<file path="config.mk">
export PLATFORM = sky130hd
export DESIGN_NAME = cartridge_bank_mapper_with_nt_latch_core
export DESIGN_NICKNAME = d
export VERILOG_FILES = /design/src/cbm_pkg.sv /design/src/cbm_front.sv /design/src/cbm_queue.sv /design/src/cbm_back.sv /design/src/cartridge_bank_mapper_with_nt_latch_core.sv
export SDC_FILE = /design/constraint.sdc
export NUM_CORES = 1
export LEC_CHECK = 0
export BUFFER_PORTS_ARGS = -buffer_cell sky130_fd_sc_hd__buf_4
export CAP_MARGIN = 20
export CORE_UTILIZATION = 45
export CTS_BUF_LIST = sky130_fd_sc_hd__clkbuf_4 sky130_fd_sc_hd__clkbuf_8 sky130_fd_sc_hd__clkbuf_16
export CTS_CLUSTER_SIZE = 16
export DETAILED_ROUTE_END_ITERATION = 12
export PLACE_DENSITY = 0.72
export SYNTH_ARGS = -nofsm -noshare
export SYNTH_HDL_FRONTEND = slang
export SYNTH_HIERARCHICAL = 1
export SYNTH_SLANG_ARGS = --single-unit
</file>
<file path="constraint.sdc">
create_clock -name clk -period 2.4 [get_ports clk]
set_clock_uncertainty 0.1 [all_clocks]
set_input_delay 0.12 -clock clk [delete_from_list [all_inputs] [get_ports clk]]
set_output_delay 0.12 -clock clk [all_outputs]
set_load 0.02 [all_outputs]
</file>
<file path="src/cbm_pkg.sv">
// Shared types and constants for the cartridge bank mapper core.
// Used by the front decoder, the command queue and the back end; no dependencies.
`default_nettype none
package cbm_pkg;

    localparam int QUEUE_DEPTH = 2;
    localparam int QPTR_W      = (QUEUE_DEPTH > 1) ? $clog2(QUEUE_DEPTH) : 1;
    localparam int QCNT_W      = $clog2(QUEUE_DEPTH + 1);

    // Bus action codes.
    localparam logic [1:0] ACT_CPU_WRITE = 2'd0;
    localparam logic [1:0] ACT_CPU_READ  = 2'd1;
    localparam logic [1:0] ACT_PPU_READ  = 2'd2;
    localparam logic [1:0] ACT_PPU_WRITE = 2'd3;

    // Mapper variants.
    localparam logic [1:0] VAR_BASE     = 2'd0;
    localparam logic [1:0] VAR_SECURITY = 2'd1;
    localparam logic [1:0] VAR_SWAPPED  = 2'd2;

    // Configuration register indexes.
    localparam logic CFG_VARIANT   = 1'b0;
    localparam logic CFG_MIRRORING = 1'b1;

    // PPU target codes.
    localparam logic [1:0] TGT_NONE      = 2'd0;
    localparam logic [1:0] TGT_PATTERN   = 2'd1;
    localparam logic [1:0] TGT_NAMETABLE = 2'd2;

    // Register decode addresses.
    localparam logic [15:0] REG_MASK     = 16'h7300;
    localparam logic [15:0] REG_BANK_LO  = 16'h5000;
    localparam logic [15:0] REG_CONTROL  = 16'h5100;
    localparam logic [15:0] REG_BANK_HI  = 16'h5200;
    localparam logic [15:0] REG_MODE     = 16'h5300;
    localparam logic [15:0] SEC_ADDR     = 16'h5101;
    localparam logic [3:0]  SEC_PAGE     = 4'h5;
    localparam logic [9:0]  ATTR_START   = 10'h3C0;
    localparam logic [13:0] PALETTE_BASE = 14'h3F00;
    localparam logic [2:0]  MODE_OR_BANK = 3'd4;

    typedef enum logic [3:0] {
        OP_NONE,
        OP_BANK_LO,
        OP_CONTROL,
        OP_BANK_HI,
        OP_MODE,
        OP_SEC_WRITE,
        OP_READ_FLAG,
        OP_READ_CTRL,
        OP_PATTERN,
        OP_NAMETABLE
    } op_t;

    // One classified transaction as it travels from front to back.
    typedef struct packed {
        op_t         op;
        logic [7:0]  data;
        logic [12:0] addr;
        logic        chr_read;
        logic        sprite;
        logic        latch_en;
        logic        latch_bit;
    } cmd_t;

endpackage
`default_nettype wire

</file>
<file path="src/cbm_front.sv">
// Front end: configuration registers and decode of each bus transaction.
// Depends on cbm_pkg for the command type and the decode constants.
`default_nettype none
module cbm_front (
    input  wire logic         clk,
    input  wire logic         rst_n,
    input  wire logic         cfg_write,
    input  wire logic         cfg_index,
    input  wire logic [1:0]   cfg_data,
    input  wire logic [1:0]   action,
    input  wire logic [15:0]  address,
    input  wire logic [7:0]   write_data,
    input  wire logic         sprite_fetch,
    output cbm_pkg::cmd_t     cmd
);

    logic [1:0] variant_reg;
    logic       vmirror_reg;

    always_ff @(posedge clk or negedge rst_n)
    begin
        if (!rst_n)
        begin
            variant_reg <= cbm_pkg::VAR_BASE;
            vmirror_reg <= 1'b0;
        end
        else if (cfg_write)
        begin
            unique case (cfg_index)
                cbm_pkg::CFG_VARIANT:   variant_reg <= cfg_data;
                cbm_pkg::CFG_MIRRORING: vmirror_reg <= cfg_data[0];
            endcase
        end
    end

    logic [15:0] reg_addr;
    logic        nt_bank;

    always_comb
    begin
        if (variant_reg == cbm_pkg::VAR_SWAPPED)
            reg_addr = {1'b0, address[14:12], 2'b00, address[8], address[9], 8'h00};
        else
            reg_addr = address & cbm_pkg::REG_MASK;
        nt_bank = vmirror_reg ? address[10] : address[11];

        cmd           = '0;
        cmd.op        = cbm_pkg::OP_NONE;
        cmd.data      = write_data;
        cmd.chr_read  = (action == cbm_pkg::ACT_PPU_READ);
        cmd.sprite    = sprite_fetch;
        cmd.latch_bit = address[9];

        unique case (action)
            cbm_pkg::ACT_CPU_WRITE:
            begin
                if (variant_reg == cbm_pkg::VAR_SECURITY && address == cbm_pkg::SEC_ADDR)
                    cmd.op = cbm_pkg::OP_SEC_WRITE;
                else if (reg_addr == cbm_pkg::REG_BANK_LO)
                    cmd.op = cbm_pkg::OP_BANK_LO;
                else if (reg_addr == cbm_pkg::REG_CONTROL)
                    cmd.op = cbm_pkg::OP_CONTROL;
                else if (reg_addr == cbm_pkg::REG_BANK_HI)
                    cmd.op = cbm_pkg::OP_BANK_HI;
                else if (reg_addr == cbm_pkg::REG_MODE)
                    cmd.op = cbm_pkg::OP_MODE;
            end
            cbm_pkg::ACT_CPU_READ:
            begin
                if (address[15:12] == cbm_pkg::SEC_PAGE)
                begin
                    if (variant_reg == cbm_pkg::VAR_SECURITY)
                        cmd.op = cbm_pkg::OP_READ_FLAG;
                    else if (variant_reg == cbm_pkg::VAR_SWAPPED)
                        cmd.op = cbm_pkg::OP_READ_CTRL;
                end
            end
            cbm_pkg::ACT_PPU_READ, cbm_pkg::ACT_PPU_WRITE:
            begin
                if (!address[13])
                begin
                    cmd.op   = cbm_pkg::OP_PATTERN;
                    cmd.addr = address[12:0];
                end
                else if (address[13:0] < cbm_pkg::PALETTE_BASE)
                begin
                    cmd.op       = cbm_pkg::OP_NAMETABLE;
                    cmd.addr     = {2'b00, nt_bank, address[9:0]};
                    // Only nametable fetches move the latch, not attribute fetches.
                    cmd.latch_en = cmd.chr_read && (address[9:0] < cbm_pkg::ATTR_START);
                end
            end
        endcase
    end

endmodule
`default_nettype wire

</file>
<file path="src/cbm_queue.sv">
// Short command queue between the front decoder and the back end.
// Depends on cbm_pkg for the command type and the queue depth.
`default_nettype none
module cbm_queue (
    input  wire logic         clk,
    input  wire logic         rst_n,
    input  wire logic         push,
    input  cbm_pkg::cmd_t     push_cmd,
    output logic              full,
    input  wire logic         pop,
    output logic              head_valid,
    output cbm_pkg::cmd_t     head_cmd
);

    cbm_pkg::cmd_t                 entry_reg [cbm_pkg::QUEUE_DEPTH];
    logic [cbm_pkg::QPTR_W-1:0]    wr_ptr_reg, wr_ptr_next;
    logic [cbm_pkg::QPTR_W-1:0]    rd_ptr_reg, rd_ptr_next;
    logic [cbm_pkg::QCNT_W-1:0]    count_reg,  count_next;

    localparam logic [cbm_pkg::QPTR_W-1:0] LAST = cbm_pkg::QPTR_W'(cbm_pkg::QUEUE_DEPTH - 1);
    localparam logic [cbm_pkg::QCNT_W-1:0] CNT_FULL = cbm_pkg::QCNT_W'(cbm_pkg::QUEUE_DEPTH);

    assign full       = (count_reg == CNT_FULL);
    assign head_valid = (count_reg != '0);
    assign head_cmd   = entry_reg[rd_ptr_reg];

    always_comb
    begin
        wr_ptr_next = wr_ptr_reg;
        rd_ptr_next = rd_ptr_reg;
        count_next  = count_reg;
        if (push)
            wr_ptr_next = (wr_ptr_reg == LAST) ? '0 : wr_ptr_reg + 1'b1;
        if (pop)
            rd_ptr_next = (rd_ptr_reg == LAST) ? '0 : rd_ptr_reg + 1'b1;
        if (push && !pop)
            count_next = count_reg + 1'b1;
        else if (pop && !push)
            count_next = count_reg - 1'b1;
    end

    always_ff @(posedge clk or negedge rst_n)
    begin
        if (!rst_n)
        begin
            wr_ptr_reg <= '0;
            rd_ptr_reg <= '0;
            count_reg  <= '0;
        end
        else
        begin
            wr_ptr_reg <= wr_ptr_next;
            rd_ptr_reg <= rd_ptr_next;
            count_reg  <= count_next;
        end
    end

    always_ff @(posedge clk)
    begin
        if (push)
            entry_reg[wr_ptr_reg] <= push_cmd;
    end

endmodule
`default_nettype wire

</file>
<file path="src/cbm_back.sv">
// Back end: mapper state, execution of queued commands and the result register.
// Depends on cbm_pkg for the command type and the target codes.
`default_nettype none
module cbm_back (
    input  wire logic         clk,
    input  wire logic         rst_n,
    input  wire logic         head_valid,
    input  cbm_pkg::cmd_t     head_cmd,
    output logic              pop,
    output logic              rsp_valid,
    input  wire logic         rsp_stall,
    output logic [5:0]        prg_bank,
    output logic              cpu_read_hit,
    output logic [7:0]        cpu_read_data,
    output logic [1:0]        ppu_target,
    output logic [12:0]       ppu_mapped_addr
);

    logic [5:0] bank_number_reg,   bank_number_next;
    logic       bank_or_bit_reg,   bank_or_bit_next;
    logic [2:0] bank_mode_reg,     bank_mode_next;
    logic       chr_follow_reg,    chr_follow_next;
    logic       sprites_upper_reg, sprites_upper_next;
    logic       nt_latch_reg,      nt_latch_next;
    logic [7:0] control_copy_reg,  control_copy_next;
    logic [7:0] sec_last_reg,      sec_last_next;
    logic       sec_flag_reg,      sec_flag_next;

    logic        rsp_valid_reg;
    logic [5:0]  prg_bank_reg,   prg_bank_next;
    logic        read_hit_reg,   read_hit_next;
    logic [7:0]  read_data_reg,  read_data_next;
    logic [1:0]  target_reg,     target_next;
    logic [12:0] mapped_reg,     mapped_next;
    logic        half;

    assign pop = head_valid && (!rsp_valid_reg || !rsp_stall);

    always_comb
    begin
        bank_number_next   = bank_number_reg;
        bank_or_bit_next   = bank_or_bit_reg;
        bank_mode_next     = bank_mode_reg;
        chr_follow_next    = chr_follow_reg;
        sprites_upper_next = sprites_upper_reg;
        nt_latch_next      = nt_latch_reg;
        control_copy_next  = control_copy_reg;
        sec_last_next      = sec_last_reg;
        sec_flag_next      = sec_flag_reg;
        read_hit_next      = 1'b0;
        read_data_next     = 8'h00;
        target_next        = cbm_pkg::TGT_NONE;
        mapped_next        = '0;
        half               = head_cmd.addr[12];

        unique case (head_cmd.op)
            cbm_pkg::OP_BANK_LO:
            begin
                bank_number_next = {bank_number_reg[5:4], head_cmd.data[3:0]};
                chr_follow_next  = head_cmd.data[7];
            end
            cbm_pkg::OP_CONTROL:
            begin
                control_copy_next = head_cmd.data;
                bank_or_bit_next  = head_cmd.data[1];
            end
            cbm_pkg::OP_BANK_HI:
            begin
                bank_number_next   = {head_cmd.data[1:0], bank_number_reg[3:0]};
                sprites_upper_next = head_cmd.data[3];
            end
            cbm_pkg::OP_MODE:
                bank_mode_next = head_cmd.data[2:0];
            cbm_pkg::OP_SEC_WRITE:
            begin
                // The flag flips on a zero write that follows an odd value.
                if (sec_last_reg[0] && head_cmd.data == 8'h00)
                    sec_flag_next = !sec_flag_reg;
                sec_last_next = head_cmd.data;
            end
            cbm_pkg::OP_READ_FLAG:
            begin
                read_hit_next  = 1'b1;
                read_data_next = {5'b00000, sec_flag_reg, 2'b00};
            end
            cbm_pkg::OP_READ_CTRL:
            begin
                read_hit_next  = 1'b1;
                read_data_next = {5'b00000, control_copy_reg[2], 2'b00};
            end
            cbm_pkg::OP_PATTERN:
            begin
                if (head_cmd.chr_read && chr_follow_reg)
                    half = (head_cmd.sprite && sprites_upper_reg) ? 1'b1 : nt_latch_reg;
                target_next = cbm_pkg::TGT_PATTERN;
                mapped_next = {half, head_cmd.addr[11:0]};
            end
            cbm_pkg::OP_NAMETABLE:
            begin
                if (head_cmd.latch_en)
                    nt_latch_next = head_cmd.latch_bit;
                target_next = cbm_pkg::TGT_NAMETABLE;
                mapped_next = head_cmd.addr;
            end
            default:
            begin
            end
        endcase

        prg_bank_next = bank_number_next;
        if (bank_mode_next == cbm_pkg::MODE_OR_BANK)
            prg_bank_next[0] = bank_number_next[0] | bank_or_bit_next;
    end

    always_ff @(posedge clk or negedge rst_n)
    begin
        if (!rst_n)
        begin
            bank_number_reg   <= 6'd3;
            bank_or_bit_reg   <= 1'b0;
            bank_mode_reg     <= 3'd7;
            chr_follow_reg    <= 1'b0;
            sprites_upper_reg <= 1'b0;
            nt_latch_reg      <= 1'b0;
            control_copy_reg  <= 8'h00;
            sec_last_reg      <= 8'h01;
            sec_flag_reg      <= 1'b1;
            rsp_valid_reg     <= 1'b0;
        end
        else
        begin
            if (pop)
            begin
                bank_number_reg   <= bank_number_next;
                bank_or_bit_reg   <= bank_or_bit_next;
                bank_mode_reg     <= bank_mode_next;
                chr_follow_reg    <= chr_follow_next;
                sprites_upper_reg <= sprites_upper_next;
                nt_latch_reg      <= nt_latch_next;
                control_copy_reg  <= control_copy_next;
                sec_last_reg      <= sec_last_next;
                sec_flag_reg      <= sec_flag_next;
            end
            if (pop)
                rsp_valid_reg <= 1'b1;
            else if (!rsp_stall)
                rsp_valid_reg <= 1'b0;
        end
    end

    always_ff @(posedge clk)
    begin
        if (pop)
        begin
            prg_bank_reg  <= prg_bank_next;
            read_hit_reg  <= read_hit_next;
            read_data_reg <= read_data_next;
            target_reg    <= target_next;
            mapped_reg    <= mapped_next;
        end
    end

    assign rsp_valid       = rsp_valid_reg;
    assign prg_bank        = prg_bank_reg;
    assign cpu_read_hit    = read_hit_reg;
    assign cpu_read_data   = read_data_reg;
    assign ppu_target      = target_reg;
    assign ppu_mapped_addr = mapped_reg;

endmodule
`default_nettype wire

</file>
<file path="src/cartridge_bank_mapper_with_nt_latch_core.sv">
// Top level of the cartridge bank mapper with nametable latch.
// Depends on cbm_pkg, cbm_front, cbm_queue and cbm_back.
`default_nettype none
// The core translates one CPU or PPU bus transaction per cycle unless
// stalled and returns exactly one result transaction for each, in order. A
// request is taken at an edge with req_valid high and req_stall low; its
// result, registered when the back end pops it, stays on the rsp_* ports until
// rsp_stall is low. The sustained rate is one transaction per cycle, set by
// the back end, which updates the mapper state for one command each
// unstalled cycle. A two-entry queue lets the request side keep going while
// a result waits: req_stall rises only when it is full. Configuration
// (mapper variant, mirroring) is written through cfg_valid/cfg_ready, ready
// is always high, and it must only change while the core is idle.
module cartridge_bank_mapper_with_nt_latch_core (
    input  wire logic         clk,
    input  wire logic         rst_n,
    // Configuration write channel.
    input  wire logic         cfg_valid,
    output logic              cfg_ready,
    input  wire logic         cfg_index,
    input  wire logic [1:0]   cfg_data,
    // Request channel.
    input  wire logic         req_valid,
    output logic              req_stall,
    input  wire logic [1:0]   action,
    input  wire logic [15:0]  address,
    input  wire logic [7:0]   write_data,
    input  wire logic         sprite_fetch,
    // Result channel.
    output logic              rsp_valid,
    input  wire logic         rsp_stall,
    output logic [5:0]        prg_bank,
    output logic              cpu_read_hit,
    output logic [7:0]        cpu_read_data,
    output logic [1:0]        ppu_target,
    output logic [12:0]       ppu_mapped_addr
);

    cbm_pkg::cmd_t front_cmd;
    cbm_pkg::cmd_t head_cmd;
    logic          queue_full;
    logic          head_valid;
    logic          pop;
    logic          push;

    // Configuration writes never wait.
    assign cfg_ready = 1'b1;

    // A request transaction is accepted whenever the queue has room.
    assign req_stall = queue_full;
    assign push      = req_valid && !queue_full;

    // The front end holds the configuration and classifies each request.
    cbm_front u_front (
        .clk          (clk),
        .rst_n        (rst_n),
        .cfg_write    (cfg_valid && cfg_ready),
        .cfg_index    (cfg_index),
        .cfg_data     (cfg_data),
        .action       (action),
        .address      (address),
        .write_data   (write_data),
        .sprite_fetch (sprite_fetch),
        .cmd          (front_cmd)
    );

    cbm_queue u_queue (
        .clk        (clk),
        .rst_n      (rst_n),
        .push       (push),
        .push_cmd   (front_cmd),
        .full       (queue_full),
        .pop        (pop),
        .head_valid (head_valid),
        .head_cmd   (head_cmd)
    );

    // The back end owns all mapper state and the result register.
    cbm_back u_back (
        .clk             (clk),
        .rst_n           (rst_n),
        .head_valid      (head_valid),
        .head_cmd        (head_cmd),
        .pop             (pop),
        .rsp_valid       (rsp_valid),
        .rsp_stall       (rsp_stall),
        .prg_bank        (prg_bank),
        .cpu_read_hit    (cpu_read_hit),
        .cpu_read_data   (cpu_read_data),
        .ppu_target      (ppu_target),
        .ppu_mapped_addr (ppu_mapped_addr)
    );

endmodule
`default_nettype wire

</file>
==> results.py <==
metrics = {
    "logic_synthesis": {
        "synth_top_flop_cell": "edfxtp_1",
        "synth_top_area_cell": "edfxtp_1",
        "avgSynthCellArea_um2": 15.8,
        "synth_most_common_cell": "edfxtp_1",
        "async_flop_share_pct": 22.9,
        "synth_common_cells": "edfxtp_1, mux2_4, and2_1, buf_4, dfrtp_1",
        "synth_warnings": 6,
        "yosysTopAreaCellShare_pct": 51.4,
        "syn_inst": 299,
        "ys_seq_area_share_pct": 64.3,
        "synth_edf_count": 81,
        "synth_cell_type_count": 46,
        "ys_ff_latch": 105,
        "synth_area_um2": 4730,
        "synthTopCellsByArea": "edfxtp_1, mux2_4, dfrtp_1",
    },
    "detailed_routing": {
        "wirelength_um": 7610,
        "drt_iter0_drc": 118,
        "drcViolationCount": 2,
        "wire_per_inst_um": 14.4,
        "vias": 2587,
        "ant_nets": 0,
        "first_pass_iters": 9,
        "vias_per_cell": 4.90,
    },
    "cells_and_area": {
        "areaGrowthSynthToFinish_pct": 21.8,
        "final_nets": 426,
        "largest_register_ffs": 58,
        "diodes": 0,
        "regArea_um2": 3040,
        "postLayoutCellArea_um2": 5760,
        "multi_input_area_um2": 1530,
        "n_fill_cell": 845,
        "drive_gt1_share_pct": 36.7,
    },
    "pwr": {
        "seq_power_share_pct": 46.4,
        "peakVddDrop_uv": 430,
        "leakagePower_nw": 2.28,
        "power_density_nw_per_um2": 1090,
        "p_clk_share_pct": 17.4,
        "switching_share_pct": 30.8,
        "p_int_mw": 4.36,
        "p_sw_mw": 1.94,
        "p_total_mw": 6.29,
        "combPwrFrac_pct": 36.2,
    },
    "die": {
        "dieArea_um2": 10900,
        "die_height_um": 105,
        "ios": 68,
        "start_util_pct": 46.0,
        "core_um2": 10300,
        "die_x_um": 105,
        "rows": 37,
    },
    "global_route": {
        "grt_pass1_vias": 2505,
        "grt_max_degree": 26,
        "grt_usage_pct": 14.6,
        "gr-total-overflow": 0,
        "grt_pass1_wl_um": 12300,
        "grt_antenna_before_repair": 0,
    },
    "clock_tree": {
        "clk_pin_slew_ns": 0.09,
        "h-tree-depth": 3,
        "clock_path_buffers": 2,
        "numClockSinks": 105,
        "clock_latency_ns": 0.35,
        "numCtsBuffers": 9,
        "cts_root_buf": "clkbuf_8",
        "cts_setup_buffers": 0,
        "cts_tree": "built",
    },
    "setup_path": {
        "critPathKind": "flip-flop to flip-flop",
        "ff2ff_setup_slack_ns": 0.29,
        "r2r_cells": 5,
        "critPathLaunchType": "flip-flop",
        "cp.arrival_ns": 2.24,
        "critPathMaxFanout": 7,
        "critPathCaptureType": "flip-flop",
        "required_ns": 2.53,
        "worstReg2RegEnd": "u_back/chr_follow_reg",
        "worstReg2RegStart": "u_queue/rd_ptr_reg",
    },
    "hold_path": {
        "min_to": "u_queue/entry_reg[1][10]",
        "hold_path.class": "input port to flip-flop",
        "hold_path_depth": 2,
        "min-delay-start": "address[6]",
    },
    "sta": {
        "finalCritPeriodShare_pct": 88.1,
        "finalSetupViolCount": 0,
        "drv_slew": 0,
        "setup_tns_ns": 0,
        "finalCriticalPeriod_ns": 2.11,
        "grt_setup_unrepaired": "no",
        "hold_viol_final": 0,
        "fmax_mhz": 473,
        "hold_ws_ns": 0.0144,
    },
    "outcome": {
        "status": "finished with violations",
        "violations": "design-rule violations",
    },
    "place": {
        "hpwl_um": 5340,
        "gp_congestion": 0.768,
        "dpl_cell_area_um2": 5280,
        "port_buffers": 59,
    },
    "job": {
        "maxCapViolations": 0,
    },
}
## worst max-delay path by stage
stage | end | startpoint | slack (ns) | depth (start not counted)
after floorplan | u_queue/count_reg[1] | u_back/rsp_valid | 0.1 | 6
after global placement | u_back/prg_bank[1] | u_queue/rd_ptr_reg | 0.36 | 4
after detailed placement | u_back/prg_bank[2] | u_queue/rd_ptr_reg | 0.32 | 4
after CTS | u_back/chr_follow_reg | u_queue/rd_ptr_reg | 0.30 | 5
after global routing | u_back/chr_follow_reg | u_queue/rd_ptr_reg | 0.21 | 5
final | u_back/chr_follow_reg | u_queue/rd_ptr_reg | 0.29 | 5
## what timing repair did
| action | in CTS | in global routing |
|---|---|---|
| gates resized for setup | 0 | 0 |
| hold buffers | 27 | 0 |
| endpoints found under the hold margin | 65 | 0 |
## metal layers
layer  vias to the layer above  part of all wire [%]  GRT usage, %
met3                         9                   2.9          1.82
met4                         0                   1.2          7.04
met1                      1270                    46          19.3
li1                       1248                     -             -
met5                         -                     0             0
met2                        60                    50          23.7
## logic make-up (layout without fill, tap and decap cells)
family	count (synthesis)	count (layout)	synth area share, %
DFF	105	105	64.3
buffers and inverters	27	114	4.07
xor gates and xnor gates	8	8	1.48
adders and majority gates	4	4	1.06
other	2	8	0.159
AOI/OAI and AO/OA	20	20	3.04
muxes	53	53	14.8
and+or+nand+nor	80	80	11.0
## per-stage QoR
| step | std cells | utilization [%] | worst slack (ns) |
|---|---|---|---|
| 4_1_cts | 528 | 56.0 | 0.298 |
| 3_5_place_dp | 485 | 51.4 | 0.318 |
| 3_3_place_gp | 485 | 51.4 | 0.359 |
| 5_1_grt | 528 | 56.0 | 0.206 |
| 6_report | 528 | 56.0 | 0.285 |
| 2_1_floorplan | 305 | - | 0.0996 |
## layout make-up
| type | instances | share of cell area [%] |
|---|---|---|
| multi-input combinational | 173 | 26.5 |
| tap | 136 | 2.96 |
| clock buffer | 12 | 2.65 |
| clock inverter | 4 | 0.934 |
| timing repair buffer | 94 | 13.9 |
| inverter | 4 | 0.261 |
| sequential | 105 | 52.8 |
## power groups by stage
stage	Combinational, mW	Clock (mW)	Sequential [mW]
global route	2.45	1.18	2.98
floorplan	1.37	0	3.15
global placement	2.22	0	2.94
detailed placement	2.26	0	2.97
finish	2.28	1.09	2.92
CTS	2.30	1.12	2.93
## placed cells by master (no fill, tap or decap), drive strengths merged, types with 9 or more instances in the layout
cell         instances
and2                24
mux2                50
dlygate4sd3         27
dfrtp               17
nor2b                9
clkbuf              12
nand2               14
edfxtp              81
buf                 67
## worst max-delay path, stage by stage, from the launching register on
cell	delay (ns)
dfrtp_1	0.50
mux2_4	0.37
nand2b_2	0.22
nor3_4	0.28
nand2_2	0.18
mux2_1	0.35
(Power assumes the default switching activity.)
